**src/hw/rtl/dcs_bfp_pkg.sv**
```systemverilog
// ----------------------------------------------------------------------------
// dcs_bfp_pkg
// Types, codes and small decode tables shared by the DCS block field parser.
// ----------------------------------------------------------------------------
package dcs_bfp_pkg;

  // Field sequencer states, one-hot
  typedef enum logic [17:0] {
    FLD_TYPE  = 18'd1,
    FLD_LEN   = 18'd2,
    FLD_SEQ   = 18'd4,
    FLD_FLAGS = 18'd8,
    FLD_ARM   = 18'd16,
    FLD_ADDR  = 18'd32,
    FLD_START = 18'd64,
    FLD_END   = 18'd128,
    FLD_STR   = 18'd256,
    FLD_OFF   = 18'd512,
    FLD_NOISE = 18'd1024,
    FLD_PHASE = 18'd2048,
    FLD_CHAN  = 18'd4096,
    FLD_SRC   = 18'd8192,
    FLD_SEC   = 18'd16384,
    FLD_DATA  = 18'd32768,
    FLD_CRC   = 18'd65536,
    FLD_SKIP  = 18'd131072
  } fld_e;

  // Token ids on the output
  typedef enum logic [4:0] {
    TOK_TYPE      = 5'd0,
    TOK_LENGTH    = 5'd1,
    TOK_SEQ       = 5'd2,
    TOK_BAUD      = 5'd3,
    TOK_PLATFORM  = 5'd4,
    TOK_ARM       = 5'd5,
    TOK_ADDRESS   = 5'd6,
    TOK_START     = 5'd7,
    TOK_END       = 5'd8,
    TOK_STRENGTH  = 5'd9,
    TOK_OFFSET    = 5'd10,
    TOK_NOISE     = 5'd11,
    TOK_MODIDX    = 5'd12,
    TOK_PHASE     = 5'd13,
    TOK_CHANNEL   = 5'd14,
    TOK_CRAFT     = 5'd15,
    TOK_SOURCE    = 5'd16,
    TOK_SECONDARY = 5'd17,
    TOK_DATACHAR  = 5'd18,
    TOK_BLOCKEND  = 5'd19
  } tok_id_e;

  localparam int unsigned ValW = 56;

  // Block type codes with a decoded layout
  localparam logic [7:0] BLK_MESSAGE = 8'd1;
  localparam logic [7:0] BLK_MISSED  = 8'd2;

  // Output token queue
  localparam int unsigned TokqDepth = 4;
  localparam int unsigned TokqPtrW  = $clog2(TokqDepth);
  localparam int unsigned TokqCntW  = $clog2(TokqDepth + 1);

  typedef struct packed {
    logic [4:0]      id;
    logic [ValW-1:0] value;
    logic            last;
  } tok_t;

  // Up to two tokens produced by one input byte
  typedef struct packed {
    logic [1:0] cnt;
    tok_t       t0;
    tok_t       t1;
  } tok_pair_t;

  function automatic tok_t mk_tok(tok_id_e id, logic [ValW-1:0] value);
    tok_t t;
    t.id    = id;
    t.value = value;
    t.last  = 1'b0;
    return t;
  endfunction

  // Bytes in each field
  function automatic logic [2:0] field_len(fld_e f);
    logic [2:0] n;
    unique case (f)
      FLD_LEN, FLD_STR, FLD_OFF, FLD_NOISE, FLD_CHAN,
      FLD_SRC, FLD_SEC, FLD_CRC:   n = 3'd2;
      FLD_SEQ:                     n = 3'd3;
      FLD_ADDR:                    n = 3'd4;
      FLD_START, FLD_END:          n = 3'd7;
      default:                     n = 3'd1;
    endcase
    return n;
  endfunction

  function automatic logic [10:0] baud_of(logic [2:0] code);
    logic [10:0] r;
    unique case (code)
      3'd1:    r = 11'd100;
      3'd2:    r = 11'd300;
      3'd3:    r = 11'd1200;
      default: r = 11'd0;
    endcase
    return r;
  endfunction

  // Modulation index letter "XNHL"
  function automatic logic [7:0] mod_char(logic [1:0] k);
    logic [7:0] r;
    unique case (k)
      2'd0: r = 8'h58;
      2'd1: r = 8'h4E;
      2'd2: r = 8'h48;
      2'd3: r = 8'h4C;
      default: r = 8'h58;
    endcase
    return r;
  endfunction

  // Spacecraft letter "XEWCT", unknown codes give X
  function automatic logic [7:0] craft_char(logic [3:0] k);
    logic [7:0] r;
    unique case (k)
      4'd1:    r = 8'h45;
      4'd2:    r = 8'h57;
      4'd3:    r = 8'h43;
      4'd4:    r = 8'h54;
      default: r = 8'h58;
    endcase
    return r;
  endfunction

endpackage

```
**src/hw/rtl/dcs_bfp_decode.sv**
```systemverilog
// ----------------------------------------------------------------------------
// dcs_bfp_decode
// Parser state registers and the single-pass byte decode producing tokens.
// ----------------------------------------------------------------------------
module dcs_bfp_decode #(
  parameter int unsigned HEADER_BYTES        = 64,
  parameter int unsigned FIXED_MESSAGE_BYTES = 41
) (
  input  logic                  clk_i,
  input  logic                  rst_ni,
  input  logic                  step_i,
  input  logic [7:0]            data_byte_i,
  input  logic                  file_start_i,
  input  logic                  trailer_i,
  output dcs_bfp_pkg::tok_pair_t pair_o
);
  import dcs_bfp_pkg::*;

  localparam int unsigned HdrW = $clog2(HEADER_BYTES + 1);

  logic [HdrW-1:0] hdr_q, hdr_d, hdr_e;
  fld_e            fld_q, fld_d, fld_e_s;
  logic [2:0]      bif_q, bif_d, bif_e, bif_new;
  logic [ValW-1:0] acc_q, acc_d, acc_e, acc_new;
  logic [7:0]      typ_q, typ_d, typ_e;
  logic [15:0]     left_q, left_d, left_e, left_dec;
  logic            done;
  tok_pair_t       pr;

  always_comb begin
    // effective state: a file start clears everything first
    if (file_start_i) begin
      hdr_e   = '0;
      fld_e_s = FLD_TYPE;
      bif_e   = '0;
      acc_e   = '0;
      typ_e   = '0;
      left_e  = '0;
    end else begin
      hdr_e   = hdr_q;
      fld_e_s = fld_q;
      bif_e   = bif_q;
      acc_e   = acc_q;
      typ_e   = typ_q;
      left_e  = left_q;
    end

    acc_new = acc_e;
    for (int i = 0; i < 7; i++) begin
      if (bif_e == 3'(i)) acc_new[8*i +: 8] = acc_e[8*i +: 8] | data_byte_i;
    end
    bif_new  = bif_e + 3'd1;
    done     = (bif_new == field_len(fld_e_s));
    left_dec = (left_e != 16'd0) ? left_e - 16'd1 : left_e;

    hdr_d  = hdr_e;
    fld_d  = fld_e_s;
    bif_d  = bif_e;
    acc_d  = acc_e;
    typ_d  = typ_e;
    left_d = left_e;
    pr     = '0;

    if (trailer_i) begin
      // CRC trailer byte: no change beyond a possible file start
    end else if (hdr_e < HdrW'(HEADER_BYTES)) begin
      hdr_d = hdr_e + HdrW'(1);
    end else if (fld_e_s == FLD_DATA) begin
      pr.cnt = 2'd1;
      pr.t0  = mk_tok(TOK_DATACHAR, ValW'(data_byte_i[6:0]));
      left_d = left_dec;
      if (left_dec == 16'd0) begin
        fld_d = FLD_CRC;
        bif_d = '0;
        acc_d = '0;
      end
    end else if (fld_e_s == FLD_SKIP) begin
      left_d = left_dec;
      if (left_dec == 16'd0) begin
        pr.cnt = 2'd1;
        pr.t0  = mk_tok(TOK_BLOCKEND, ValW'(typ_e));
        fld_d  = FLD_TYPE;
        bif_d  = '0;
        acc_d  = '0;
      end
    end else if (!done) begin
      bif_d = bif_new;
      acc_d = acc_new;
    end else begin
      bif_d  = '0;
      acc_d  = '0;
      pr.cnt = 2'd1;
      unique case (fld_e_s)
        FLD_TYPE: begin
          typ_d = acc_new[7:0];
          pr.t0 = mk_tok(TOK_TYPE, ValW'(acc_new[7:0]));
          fld_d = FLD_LEN;
        end
        FLD_LEN: begin
          pr.t0 = mk_tok(TOK_LENGTH, ValW'(acc_new[15:0]));
          if (typ_e == BLK_MESSAGE) begin
            left_d = (acc_new[15:0] > 16'(FIXED_MESSAGE_BYTES)) ?
                     acc_new[15:0] - 16'(FIXED_MESSAGE_BYTES) : 16'd0;
            fld_d  = FLD_SEQ;
          end else if (typ_e == BLK_MISSED) begin
            fld_d = FLD_SEQ;
          end else if (acc_new[15:0] > 16'd3) begin
            left_d = acc_new[15:0] - 16'd3;
            fld_d  = FLD_SKIP;
          end else begin
            pr.cnt = 2'd2;
            pr.t1  = mk_tok(TOK_BLOCKEND, ValW'(typ_e));
            fld_d  = FLD_TYPE;
          end
        end
        FLD_SEQ: begin
          pr.t0 = mk_tok(TOK_SEQ, ValW'(acc_new[23:0]));
          fld_d = FLD_FLAGS;
        end
        FLD_FLAGS: begin
          pr.t0 = mk_tok(TOK_BAUD, ValW'(baud_of(acc_new[2:0])));
          if (typ_e == BLK_MESSAGE) begin
            pr.cnt = 2'd2;
            pr.t1  = mk_tok(TOK_PLATFORM, acc_new[3] ? ValW'(2) : ValW'(1));
            fld_d  = FLD_ARM;
          end else begin
            fld_d = FLD_ADDR;
          end
        end
        FLD_ARM: begin
          pr.t0 = mk_tok(TOK_ARM, ValW'(acc_new[7:0]));
          fld_d = FLD_ADDR;
        end
        FLD_ADDR: begin
          pr.t0 = mk_tok(TOK_ADDRESS, ValW'(acc_new[31:0]));
          fld_d = FLD_START;
        end
        FLD_START: begin
          pr.t0 = mk_tok(TOK_START, acc_new);
          fld_d = FLD_END;
        end
        FLD_END: begin
          pr.t0 = mk_tok(TOK_END, acc_new);
          fld_d = (typ_e == BLK_MESSAGE) ? FLD_STR : FLD_CHAN;
        end
        FLD_STR: begin
          pr.t0 = mk_tok(TOK_STRENGTH, ValW'(acc_new[9:0]));
          fld_d = FLD_OFF;
        end
        FLD_OFF: begin
          pr.t0 = mk_tok(TOK_OFFSET, ValW'(acc_new[13:0]));
          fld_d = FLD_NOISE;
        end
        FLD_NOISE: begin
          pr.cnt = 2'd2;
          pr.t0  = mk_tok(TOK_NOISE, ValW'(acc_new[11:0]));
          pr.t1  = mk_tok(TOK_MODIDX, ValW'(mod_char(acc_new[15:14])));
          fld_d  = FLD_PHASE;
        end
        FLD_PHASE: begin
          pr.t0 = mk_tok(TOK_PHASE, ValW'(acc_new[7:0]));
          fld_d = FLD_CHAN;
        end
        FLD_CHAN: begin
          pr.cnt = 2'd2;
          pr.t0  = mk_tok(TOK_CHANNEL, ValW'(acc_new[9:0]));
          pr.t1  = mk_tok(TOK_CRAFT, ValW'(craft_char(acc_new[15:12])));
          fld_d  = (typ_e == BLK_MESSAGE) ? FLD_SRC : FLD_CRC;
        end
        FLD_SRC: begin
          pr.t0 = mk_tok(TOK_SOURCE, ValW'(acc_new[15:0]));
          fld_d = FLD_SEC;
        end
        FLD_SEC: begin
          pr.t0 = mk_tok(TOK_SECONDARY, ValW'(acc_new[15:0]));
          fld_d = (left_e != 16'd0) ? FLD_DATA : FLD_CRC;
        end
        default: begin
          // block CRC closes the block
          pr.t0 = mk_tok(TOK_BLOCKEND, ValW'(typ_e));
          fld_d = FLD_TYPE;
        end
      endcase
    end

    if (pr.cnt == 2'd1) pr.t0.last = 1'b1;
    if (pr.cnt == 2'd2) pr.t1.last = 1'b1;
  end

  always_ff @(posedge clk_i or negedge rst_ni) begin
    if (!rst_ni) begin
      hdr_q  <= '0;
      fld_q  <= FLD_TYPE;
      bif_q  <= '0;
      acc_q  <= '0;
      typ_q  <= '0;
      left_q <= '0;
    end else if (step_i) begin
      hdr_q  <= hdr_d;
      fld_q  <= fld_d;
      bif_q  <= bif_d;
      acc_q  <= acc_d;
      typ_q  <= typ_d;
      left_q <= left_d;
    end
  end

  assign pair_o = pr;

  a_cnt_range: assert property (@(posedge clk_i) disable iff (!rst_ni)
    step_i |-> pr.cnt != 2'd3)
    else $error("token count out of range");

  a_trailer_quiet: assert property (@(posedge clk_i) disable iff (!rst_ni)
    (step_i && trailer_i) |-> pr.cnt == 2'd0)
    else $error("trailer byte produced a token");

  a_last_mark: assert property (@(posedge clk_i) disable iff (!rst_ni)
    (step_i && pr.cnt == 2'd2) |-> (pr.t1.last && !pr.t0.last))
    else $error("run_last misplaced on token pair");

endmodule

```
**src/hw/rtl/dcs_bfp_tokq.sv**
```systemverilog
// ----------------------------------------------------------------------------
// dcs_bfp_tokq
// Small token queue: takes up to two tokens per cycle while it has room for two, hands out one.
// ----------------------------------------------------------------------------
module dcs_bfp_tokq (
  input  logic                   clk_i,
  input  logic                   rst_ni,
  input  dcs_bfp_pkg::tok_pair_t push_i,
  output logic                   room_o,
  output dcs_bfp_pkg::tok_t      head_o,
  output logic                   valid_o,
  input  logic                   pop_i
);
  import dcs_bfp_pkg::*;

  tok_t                mem_q [TokqDepth];
  logic [TokqPtrW-1:0] wr_ptr_q, wr_ptr_d, rd_ptr_q, rd_ptr_d;
  logic [TokqCntW-1:0] count_q, count_d;
  logic                pop;

  assign pop     = pop_i && (count_q != '0);
  assign valid_o = (count_q != '0);
  assign head_o  = mem_q[rd_ptr_q];
  assign room_o  = (count_q <= TokqCntW'(TokqDepth - 2));

  always_comb begin
    wr_ptr_d = wr_ptr_q + TokqPtrW'(push_i.cnt);
    rd_ptr_d = rd_ptr_q + TokqPtrW'(pop);
    count_d  = count_q + TokqCntW'(push_i.cnt) - TokqCntW'(pop);
  end

  always_ff @(posedge clk_i) begin
    if (push_i.cnt != 2'd0) mem_q[wr_ptr_q] <= push_i.t0;
    if (push_i.cnt == 2'd2) mem_q[wr_ptr_q + TokqPtrW'(1)] <= push_i.t1;
  end

  always_ff @(posedge clk_i or negedge rst_ni) begin
    if (!rst_ni) begin
      wr_ptr_q <= '0;
      rd_ptr_q <= '0;
      count_q  <= '0;
    end else begin
      wr_ptr_q <= wr_ptr_d;
      rd_ptr_q <= rd_ptr_d;
      count_q  <= count_d;
    end
  end

  a_no_overflow: assert property (@(posedge clk_i) disable iff (!rst_ni)
    count_q <= TokqCntW'(TokqDepth))
    else $error("token queue overflow");

  a_push_room: assert property (@(posedge clk_i) disable iff (!rst_ni)
    (push_i.cnt != 2'd0) |-> room_o)
    else $error("tokens pushed without room");

  a_pop_drains: assert property (@(posedge clk_i) disable iff (!rst_ni)
    (pop && push_i.cnt == 2'd0) |=> count_q == $past(count_q) - TokqCntW'(1))
    else $error("pop did not drain queue");

endmodule

```
**src/hw/rtl/dcs_block_field_parser_unit.sv**
```systemverilog
// ----------------------------------------------------------------------------
// dcs_block_field_parser_unit
// DCS file byte parser: skips the file header and CRC trailer and turns
// message and missed-message blocks into (field_id, field_value) tokens.
// ----------------------------------------------------------------------------
//
//  Channel | Direction | Handshake               | Payload
//  --------+-----------+-------------------------+------------------------------
//  in      | input     | in_valid_i / in_ready_o | data_byte_i, file_start_i,
//          |           |                         | trailer_i
//  out     | output    | out_valid_o/out_ready_i | field_id_o, field_value_o,
//          |           |                         | run_last_o
//
//  Flow: one byte per clock while in_ready_o is high. A byte is decoded in
//    the cycle it transfers and its tokens are registered into the queue.
//    Two tokens from one byte leave the single-token output port in turn.
//  Stalls: in_ready_o is high while the 4-entry token queue has room for two
//    tokens, so input keeps flowing while a token waits on out_ready_i.
//  Reset: rst_ni clears the parser to the start of a file (header counting)
//    and empties the token queue. No clearing pass.
//
module dcs_block_field_parser_unit #(
  parameter int unsigned HEADER_BYTES        = 64,
  parameter int unsigned FIXED_MESSAGE_BYTES = 41
) (
  input  logic        clk_i,
  input  logic        rst_ni,
  input  logic        in_valid_i,
  output logic        in_ready_o,
  input  logic [7:0]  data_byte_i,
  input  logic        file_start_i,
  input  logic        trailer_i,
  output logic        out_valid_o,
  input  logic        out_ready_i,
  output logic [4:0]  field_id_o,
  output logic [55:0] field_value_o,
  output logic        run_last_o
);
  import dcs_bfp_pkg::*;

  logic      step;   // input transfer this cycle
  logic      room;
  tok_pair_t pair;   // tokens from the current byte
  tok_pair_t push;   // gated by the transfer
  tok_t      head;

  assign in_ready_o = room;
  assign step       = in_valid_i && room;

  // Byte decode and parser state
  dcs_bfp_decode #(
    .HEADER_BYTES       (HEADER_BYTES),
    .FIXED_MESSAGE_BYTES(FIXED_MESSAGE_BYTES)
  ) u_decode (
    .clk_i       (clk_i),
    .rst_ni      (rst_ni),
    .step_i      (step),
    .data_byte_i (data_byte_i),
    .file_start_i(file_start_i),
    .trailer_i   (trailer_i),
    .pair_o      (pair)
  );

  always_comb begin
    push = pair;
    if (!step) push.cnt = 2'd0;
  end

  // Output token queue doubles as the result register
  dcs_bfp_tokq u_tokq (
    .clk_i  (clk_i),
    .rst_ni (rst_ni),
    .push_i (push),
    .room_o (room),
    .head_o (head),
    .valid_o(out_valid_o),
    .pop_i  (out_ready_i)
  );

  assign field_id_o    = head.id;
  assign field_value_o = head.value;
  assign run_last_o    = head.last;

endmodule
```
**config.mk**
```make
export PLATFORM = sky130hd
export DESIGN_NAME = dcs_block_field_parser_unit
export DESIGN_NICKNAME = d
export VERILOG_FILES = /design/src/hw/rtl/dcs_bfp_pkg.sv /design/src/hw/rtl/dcs_bfp_decode.sv /design/src/hw/rtl/dcs_bfp_tokq.sv /design/src/hw/rtl/dcs_block_field_parser_unit.sv
export SDC_FILE = /design/constraint.sdc
export NUM_CORES = 1
export LEC_CHECK = 0
export ABC_AREA = 1
export CAP_MARGIN = 5
export CORE_ASPECT_RATIO = 0.9
export CORE_MARGIN = 4
export CORE_UTILIZATION = 35
export CTS_CLUSTER_SIZE = 24
export DETAILED_ROUTE_END_ITERATION = 10
export DONT_BUFFER_PORTS = 1
export GPL_TIMING_DRIVEN = 0
export MAX_ROUTING_LAYER = met4
export REMOVE_ABC_BUFFERS = 1
export SLEW_MARGIN = 20
export SYNTH_ARGS = -nofsm -noshare
export SYNTH_HDL_FRONTEND = slang
export SYNTH_HIERARCHICAL = 1
export SYNTH_SLANG_ARGS = --single-unit
```
**constraint.sdc**
```tcl
create_clock -name clk_i -period 9.6 [get_ports clk_i]
set_input_delay 0.48 -clock clk_i [delete_from_list [all_inputs] [get_ports clk_i]]
set_output_delay 0.48 -clock clk_i [all_outputs]
set_load 0.005 [all_outputs]
```
Word level (Yosys, flattened, before mapping)
Memory sizes are Yosys's and may differ from the RTL's.
Index checks and enable logic that the tools add are counted.
{ "classes": {"add_sub_neg": 10, "n_mul": 0, "n_div": 0, "n_lt_le_gt_ge": 4, "eq_ne": 40, "shifts": 0, "n_mux": 90, "bitwise_logic": 7, "reduce_logical": 11} }
{ "op_table": {"columns": ["operator", "count"], "rows": [
  ["case mux 62 bit (15 select lines)", 1],
  ["2-to-1 mux 56 bit", 7],
  ["2-to-1 mux 126 bit", 3],
  ["2-to-1 mux 62 bit", 5],
  ["case mux 18 bit (15 select lines)", 1],
  ["case mux 62 bit (4 select lines)", 1],
  ["2-to-1 mux 18 bit", 11],
  ["2-to-1 mux 16 bit", 12],
  ["2-to-1 mux 64 bit", 2],
  ["2-to-1 mux 8 bit", 14],
  ["2-to-1 mux 63 bit", 1],
  ["2-to-1 mux 60 bit", 1],
  ["bitwise OR 8 bit", 7],
  ["2-to-1 mux 17 bit", 2],
  ["case mux 11 bit (3 select lines)", 1],
  ["case mux 8 bit (4 select lines)", 1],
  ["2-to-1 mux 3 bit", 7],
  ["2-to-1 mux 7 bit", 3],
  ["case mux 5 bit (4 select lines)", 1],
  ["equality test 18 x 1 -> 1 bit, second input constant", 1],
  ["equality test 18 x 10 -> 1 bit, second input constant", 1],
  ["equality test 18 x 11 -> 1 bit, second input constant", 1],
  ["equality test 18 x 12 -> 1 bit, second input constant", 1],
  ["equality test 18 x 13 -> 1 bit, second input constant", 1],
  ["53 further kinds", 76]
]} }
{ "word_totals": {"reg_bits": 115, "latchBits": 0, "ramBits": 248, "romBits": 0, "in_bits": 14, "mem_count": 1} }
{ "mem_list": {"columns": ["name", "depth", "word_bits", "read_ports", "rd_clocked_by_memory_dff", "write_ports", "line", "rtl"], "rows": [
  ["u_tokq.mem_q", 4, 62, 1, 0, 2, "dcs_bfp_tokq.sv:16", "tok_t mem_q [TokqDepth];"]
]} }

Longest topological paths before layout
Gate-level depths: netlist (run 1).
{ "depth": {"ltp_word": 17, "ltp_mapped": 28} }

Cells and area by module
Netlist (run 1), hierarchy kept.
{ "modules_own_cells": {"columns": ["mod", "n_inst", "cells_each", "area_per_inst_um2", "seq_area_each_um2"], "rows": [
  ["dcs_bfp_tokq", 1, 1332, 12530.8, 7622.3],
  ["dcs_bfp_decode", 1, 1782, 10831.6, 2703.8],
  ["dcs_block_field_parser_unit", 1, 6, 22.5, 0.0]
]} }

Worst setup path before layout (run 1)
No wires, ideal clock.
{ "synth_path": {"kind": "input to register", "from": "in file_start_i", "to": "mem u_tokq/mem_q[3][0] (netlist bit), enable pin", "arrival_time_ps": 5075, "t_required_ps": 9179, "slack_ps": 4104, "path_stages": 23, "path_buffers": 3, "path_cell_list": "buf_2 -> buf_1 -> nor2_1 -> inv_1 -> ha_1 -> nand2_1 -> o21ai_0 -> nor2_2 -> nand2_1 -> nor2_2 -> nand3_1 -> clkinv_1 -> nand2_1 -> nor2_2 -> inv_1 -> a31oi_1 -> inv_1 -> nor2_1 -> inv_2 -> nor2_4 -> nand2_2 -> clkbuf_1 -> nand2_1"} }
{ "synth_lines": {"columns": ["item", "line", "rtl"], "rows": [
  ["start: declaration", "dcs_block_field_parser_unit.sv:31", "input logic file_start_i,"],
  ["end: declaration", "dcs_bfp_tokq.sv:16", null]
]} }

==> metrics.yaml, run 1 <==
status:
  outcome: "complete, no violations"
route:
  drtIter0Drc: 1991
  wl_met2_um: 31710
  drt-total-wl_um: 70380
  vias_per_cell: 5.224
  first_pass_iters: 5
  wl_met1_um: 31660
  met3WireLength_um: 4836
  via_count: 20420
  postRouteAntennaNets: 0
  drc_errors: 0
  topRoutingLayerUsed: "met4"
  wire_per_inst_um: 18.00
placement:
  hpwl_um: 45880
  port_buffers: 0
  routabilityCongestion: 1.003
synthesis:
  postSynthAreaPerCell_um2: 7.495
  netlist_instances: 3120
  synth.distinct_cells: 53
  ys_seq_elements: 363
  synth_ff_type: "edfxtp_1"
  yosysSeqAreaShare_pct: 44.16
  synth_edf_count: 248
  yosys_warnings: 6
  async_flop_share_pct: 31.68
  netlist_area_um2: 23380
timing:
  fin_setup_tns_ps: 0
  fin_crit_sh_pct: 69.25
  rsz0062_at_grt: "false"
  fmax_ghz: 0.1504
  maxSlewViolCount: 0
  hold_viol: 0
  worst_pin_slew_ps: 1072
  fin_crit_ps: 6648
  setup_viol: 0
  clock_skew_ps: 50.41
  max-slew-margin-rel_pct: 27.81
setup_path:
  cpLargestDelayFamily: "simple AND/OR/NAND/NOR gates"
  cp-start-kind: "input port"
  worstSetupEndpointType: "flip-flop"
  slowest_stage: "inv_2"
  critPathMaxFanout: 94
  path_buf_inv: 4
  arrival_ps: 6920
  cp_common_cell: "nand2_1"
  cp.required_ps: 9870
  cp_slowest_stage_delay_ps: 800
  crit_chain: "inv_2 > o21ai_2 > nand2_1 > nor2_2 > nand3b_1 > nand2_1 > nor2_1 > nand4_1 > nand2_1 > nand2_1 > nor2_2 > nand2_2 > nor2_2 > nand2_1 > a21oi_1 > inv_1 > nor2_1 > nor2_4 > nand2_8 > buf_16 > nand2_4 > buf_16"
  worstSetupPathType: "in -> reg"
  r2r_slack_ps: 3300
clock_network:
  clk_path_buf_depth: 3
  htree_levels: 2
  cts.clk_slew.worst_paths_ps: 60
  root_buffer: "clkbuf_16"
  clock-sinks: 363
  clk_latency_ps: 610
  cts_resized: 0
  cts_tree: "done"
  cts_buffers: 43
cells_and_area:
  synthToLayoutAreaGrowth_pct: 8.127
  fin_nets: 3040
  num-fill-cells: 6824
  fin_util_pct: 38.36
  layout-drive-gt1-share_pct: 6.439
power_and_ir_drop:
  p_per_area_nw_per_um2: 239.0
  p_leak_nw: 9.500
  ir_drop_mv: 0.1428
floorplanning:
  num_rows: 89
  die_area_um2: 71020
  start_util_pct: 35.47
  ioPinCount: 78
  die_w_um: 280.5
  coreArea_um2: 65920
  die_y_um: 253.2
global_routing:
  grt_max_degree: 116
  grt_pass1_wl_um: 109600
  antenna_found_initial: 1
  grtUsageTotal_pct: 19.98
  grt.overflow.total: 0
  grt_pass1_vias: 18720
run:
  max_cap_violations: 0
worst_hold_path:
  worstHoldPathType: "in -> reg"
## final cells by class
cell class | instances | area [um2] | area share, %
multi-input combinational | 2235 | 10690 | 42.27
sequential | 363 | 10330 | 40.85
inverter | 349 | 1330 | 5.260
clock buffer | 50 | 1102 | 4.359
tap | 864 | 1081 | 4.275
timing repair buffer | 19 | 483.0 | 1.910
clock inverter | 28 | 269.0 | 1.064
antenna | 1 | 2.502 | 0.009897
## through the flow
stage               worst slack, ps  hold slack, ps  instance area [um2]  cells  power, mW
global route                   2563           32.83                25290   3909      6.471
floorplan                      2324           184.4                22230   2947      3.705
finish                         2952           46.25                25290   3909      6.044
CTS                            3077           21.47                25280   3908      6.074
global placement              -3394           198.7                23310   3811      4.419
detailed placement             2484           199.3                23870   3828      4.430
## layer usage
| layer | up-vias | track usage, % |
|---|---|---|
| met5 | - | - |
| met2 | 686 | 31.03 |
| li1 | 10130 | - |
| met1 | 9498 | 27.19 |
| met3 | 108 | 3.070 |
| met4 | 0 | 5.834 |
## synth_stat cells (all sizes together) (2+ instances only)
| master | count | share of area (%) |
|---|---|---|
| clkbuf | 92 | 1.5 |
| nor4 | 4 | 0.11 |
| inv | 342 | 5.5 |
| edfxtp | 248 | 32 |
| nand3 | 96 | 2.2 |
| o211ai | 12 | 0.39 |
| or2 | 6 | 0.16 |
| nor3 | 65 | 1.9 |
| o31ai | 2 | 0.064 |
| nand4 | 23 | 0.64 |
| a31oi | 10 | 0.27 |
| o21ai | 641 | 14 |
| dfrtp | 114 | 12 |
| o21bai | 2 | 0.064 |
| xor2 | 22 | 0.82 |
| xnor2 | 4 | 0.15 |
| nand2 | 671 | 11 |
| a22oi | 2 | 0.064 |
| nor2 | 385 | 6.5 |
| clkinv | 7 | 0.12 |
| o221ai | 2 | 0.075 |
| o21a | 2 | 0.064 |
| buf | 128 | 4.2 |
| o22ai | 69 | 1.9 |
| ha | 14 | 0.75 |
| a21oi | 147 | 3.1 |
## cells in the final DEF, fill, tap and decap left out, types with 26 or more instances in the layout
master     instances
clkbuf_16         43
a21oi_1          147
o21ai_1          223
edfxtp_1         248
nand3_1           92
nand2_1          653
nor3_1            39
nor3_2            26
o21ai_0          404
o22ai_1           68
nor2_1           363
dfrtp_1          113
inv_1            320
conb_1            48
## repair_timing
| action | CTS | global route |
|---|---|---|
| hold buffers | 2 | 0 |
| buffers inserted | 0 | 0 |
| hold endpoints to repair | 115 | 0 |
## sequential cells by signal (all words and copies together), names as in the netlist
| signal | cells |
|---|---|
| u_decode/acc_q | 56 |
| u_decode/bif_q | 3 |
| u_decode/fld_q | 18 |
| u_decode/hdr_q | 7 |
| u_decode/left_q | 16 |
| u_decode/typ_q | 8 |
| u_tokq/count_q | 3 |
| u_tokq/mem_q | 248 |
| u_tokq/rd_ptr_q | 2 |
| u_tokq/wr_ptr_q | 2 |
## logic make-up (layout without fill, tap and decap cells)
family,count (synthesis),in the layout,synth area share [%]
other,1,49,0.01604
AO/OA/AOI/OAI,894,894,20.14
XOR/XNOR,26,26,0.9737
buffers and inverters,569,446,11.29
adder cells (fa/ha/maj),15,15,0.8347
flip-flops,363,363,44.16
AND/OR/NAND/NOR,1252,1252,22.58
## worst paths after layout
kind	startpoint	end	cells after the start
worst max-delay path	file_start_i	u_tokq/mem_q[1][24]	22
worst min-delay path	out_ready_i	u_tokq/rd_ptr_q[1]	2
worst max register to register	u_decode/fld_q[16]	u_tokq/mem_q[1][24]	20
worst min register to register	u_decode/left_q[2]	u_decode/left_q[2]	2
max in group asynchronous	rst_ni	u_decode/acc_q[34]	2
min in group asynchronous	rst_ni	u_decode/fld_q[10]	2
## power by group
part	switching [mW]	total, mW	internal (mW)
Sequential	0.130	2.01	1.87
Combinational	1.73	2.43	0.693
Clock	0.679	1.61	0.934
Total	2.54	6.04	3.50
Note: power is estimated with default switching activity, not from simulation.
==> inputs of run 2 (changes only) <==
--- a/config.mk
+++ b/config.mk
@@ -5,7 +5,7 @@
 export SDC_FILE = /design/constraint.sdc
 export NUM_CORES = 1
 export LEC_CHECK = 0
-export ABC_AREA = 1
+export ABC_AREA = 0
 export CAP_MARGIN = 5
 export CORE_ASPECT_RATIO = 0.9
 export CORE_MARGIN = 4
==> constraint.sdc (replaced) <==
create_clock -name clk_i -period 6.85 [get_ports clk_i]
set_input_delay 0.3425 -clock clk_i [delete_from_list [all_inputs] [get_ports clk_i]]
set_output_delay 0.3425 -clock clk_i [all_outputs]
set_load 0.005 [all_outputs]
==> run 2 against run 1 <==
  * Synthesized cell count shrank 43%
  * Critical path depth is 7 lower
  * Clock skew is 29 ps lower
  * Clock power increased by 30%
  * Critical endpoint is now u_tokq/mem_q[2][21]
  * Largest power group is now registers
==> metrics.yaml, run 2 <==
timing:
  fmax_ghz: 0.1521
  max-slew-margin-rel_pct: 23.38  # -4.4 points
  rsz0062_at_grt: "false"
  clock_skew_ps: 21.81  # -28.60 ps
  fin_crit_ps: 6576
  hold_viol: 0  # unchanged
  setup_viol: 0  # unchanged
  worst_pin_slew_ps: 1142  # +70.01 ps
  maxSlewViolCount: 0  # unchanged
  fin_crit_sh_pct: 96.00
global_routing:
  grt_pass1_vias: 15100  # -19%
  grtUsageTotal_pct: 20.40  # +0.43 points
  grt.overflow.total: 0  # unchanged
  antenna_found_initial: 1  # unchanged
  grt_max_degree: 116  # unchanged
  grt_pass1_wl_um: 99570  # -9.1%
power_and_ir_drop:
  swShare_pct: 26.97  # -15 points
  p_per_area_nw_per_um2: 220.7  # -7.7%
  p_seq_share_pct: 46.5  # +13 points
  p_total_mw: 5.240  # -13%
  power_switching_mw: 1.413  # -44%
  ir_drop_mv: 0.2254  # +58%
  pwr-share-clk_pct: 40.1  # +13 points
  p_int_mw: 3.827  # +9.3%
  power_frac_comb_pct: 13.4  # -27 points
  p_leak_nw: 7.941  # -16%
cells_and_area:
  reg_top3: "u_tokq/mem_q: 248 flops, u_decode/acc_q: 56 flops, u_decode/fld_q: 18 flops"
  regMostFlops: "u_tokq/mem_q"
  fin_nets: 1784  # -41%
  n_antenna_cell: 0  # -1
  layout-drive-gt1-share_pct: 26.80  # +20 points
  largest_reg_flops: 248  # unchanged
  layout_commonest_cell: "mux2_2"
  stdcell_count: 2570  # -34%
  mostFrequentLayoutCells: "mux2_2 (251), edfxtp_1 (248), nor2_1 (130), nand2_1 (117), dfrtp_1 (112)"
  synthToLayoutAreaGrowth_pct: 11.44
synthesis:
  yosysSeqAreaShare_pct: 48.46  # +4.3 points
  netlist_instances: 1792  # -43%
  postSynthAreaPerCell_um2: 11.89  # +59%
  synth_top_cell_by_area: "edfxtp_1"
  ys_top_cells_by_area: "edfxtp_1 (35%), dfrtp_1 (13%), mux2_2 (13%)"
  ys_seq_elements: 363  # unchanged
  synth_most_common_cell: "mux2_2"
  netlist_top_cells_count: "mux2_2 (251), edfxtp_1 (248), nor2_1 (134)"
  yosysTopAreaCellShare_pct: 34.95  # +3.1 points
  synth_ff_type: "edfxtp_1"
  yosys_warnings: 6  # unchanged
  netlist_area_um2: 21310  # -8.9%
  synth.distinct_cells: 86  # +62%
  synth_edf_count: 248  # unchanged
  async_flop_share_pct: 31.68  # unchanged
floorplanning:
  die_y_um: 242.1  # -4.4%
  ioPinCount: 78  # unchanged
  num_rows: 85  # -4.5%
  coreArea_um2: 60090  # -8.9%
  start_util_pct: 35.46  # about the same
  die_w_um: 268.1  # -4.4%
  die_area_um2: 64890  # -8.6%
route:
  postRouteAntennaNets: 0  # unchanged
  drtIter0Drc: 1615  # -19%
  wire_per_inst_um: 25.84  # +44%
  via_count: 15540  # -24%
  drc_errors: 0  # unchanged
  drt-total-wl_um: 66400  # -5.6%
  vias_per_cell: 6.048  # +16%
  first_pass_iters: 6  # +1
clock_network:
  cts_tree: "done"
  clock-sinks: 363  # unchanged
  post-cts-setup-buffers: 0  # unchanged
  clk_latency_ps: 560  # -50 ps
  cts_buffers: 41  # -4.7%
  root_buffer: "clkbuf_16"
  htree_levels: 2  # unchanged
  cts.clk_slew.worst_paths_ps: 60  # about the same
  clk_path_buf_depth: 3  # unchanged
setup_path:
  regToRegStartpoint: "u_decode/fld_q[17]"
  ff2ff_path_depth: 15  # -25%
  r2r_slack_ps: 270  # -3030 ps
  r2r-end: "u_tokq/mem_q[2][21]"
  worstSetupEndpointType: "flip-flop"
  cp.required_ps: 7090  # -2780 ps
  cp-start-kind: "flip-flop"
  arrival_ps: 6820  # -100 ps
  worstSetupPathType: "reg -> reg"
  crit_start: "u_decode/fld_q[17]"
  critPathMaxFanout: 29  # -69%
placement:
  port_buffers: 0  # unchanged
  place_inst: 2482  # -35%
  routabilityCongestion: 0.9706  # -3.2%
  hpwl_um: 44080  # -3.9%
status:
  outcome: "complete, no violations"
worst_hold_path:
  min_to: "u_tokq/rd_ptr_q[1]"
  hold-path-cell-count: 2  # unchanged
  worstHoldPathType: "in -> reg"
  worst_hold_startpoint: "out_ready_i"
run:
  max_cap_violations: 0  # unchanged
## run 2: cell types whose count changed after synthesis, sizes merged, moves of 24 or more
cell	before	now
a21oi	147	63
a22o	0	42
a22oi	2	46
clkbuf	92	68
inv	342	26
mux2	0	251
mux4	0	62
nand2	671	117
nand3	96	29
nor2	385	135
nor3	65	37
o21ai	641	87
o22ai	69	10
## run 2: power by group through the flow
stage	clock, mW	sequential [mW]	combinational [mW]
5_1_grt	2.23	2.45	0.755
6_report	2.10	2.44	0.701
4_1_cts	2.15	2.44	0.701
3_3_place_gp	0	2.64	0.481
2_1_floorplan	0	2.54	0.373
3_5_place_dp	0	2.48	0.667
## run 2: worst max path at each step
stage / to / slack [ps] / cells past startpoint
after detailed placement: u_tokq/mem_q[2][21] / -140 / 17
after floorplan: u_tokq/mem_q[0][0] / -3540 / 13
after global placement: u_tokq/mem_q[0][21] / -14730 / 14
after global routing: u_tokq/mem_q[2][21] / 30 / 15
after CTS: u_tokq/mem_q[2][21] / 70 / 15
final: u_tokq/mem_q[2][21] / 270 / 15
## run 2: kinds of logic (layout without fill, tap and decap cells)
group | count (synthesis) | count (layout) | synth area share [%]
compound gates | 387 | 387 | 12.98
xor+xnor | 24 | 24 | 0.9865
fa+ha+maj | 15 | 15 | 0.9161
buf+inv | 204 | 152 | 5.009
flops | 363 | 363 | 48.46
mux | 324 | 324 | 20.34
other cells | 1 | 48 | 0.01760
simple gates | 474 | 474 | 11.29
## run 2: critical path, stage by stage (launching register included)
cell and delay [ps]:
dfrtp_1 480, or4_4 590, or4_1 620, nor4_4 460, or3_1 210, nor3_1 70, a21oi_2 800, nor2_1 460
nand2_1 200, a21oi_1 120, and3_1 330, and4bb_4 810, o21bai_4 440, buf_16 250, buf_12 190, buf_16 190
## run 2: per-stage QoR
stage,setup TNS [ps],utilization [%],hold slack [ps],setup WS (ps),area (um2)
2_1_floorplan,-348600,-,46.91,-3537,20510
3_3_place_gp,-2703300,35.77,55.38,-14730,21490
3_5_place_dp,-2372,37.08,54.62,-135.2,22280
4_1_cts,0,39.42,4.925,73.67,23690
5_1_grt,0,39.51,25.54,34.18,23740
6_report,0,39.51,18.68,274.3,23740
## run 2: area by class of cell
type	count	area [um2]
repair buffers	51	829.5
inverters	26	100.1
clock inverters	20	178.9
clock buffers	55	1079
well taps	783	979.7
multi-input cells	1272	10240
fillers	5709	36340
flip-flops and latches	363	10330
## run 2: repair_timing
| action | in CTS | in global routing |
|---|---|---|
| gates resized for setup | 0 | 6 |
| hold endpoints to repair | 160 | 0 |
| hold buffers | 13 | 0 |
| setup endpoints to repair | 0 | 84 |
## run 2: routing by layer
metal	vias to the layer above	share of wire (%)	track usage [%]
met5	-	0	-
met4	0	1.7	3.400
met1	7987	44	28.80
li1	6806	-	-
met2	661	45	30.23
met3	90	9.2	5.220
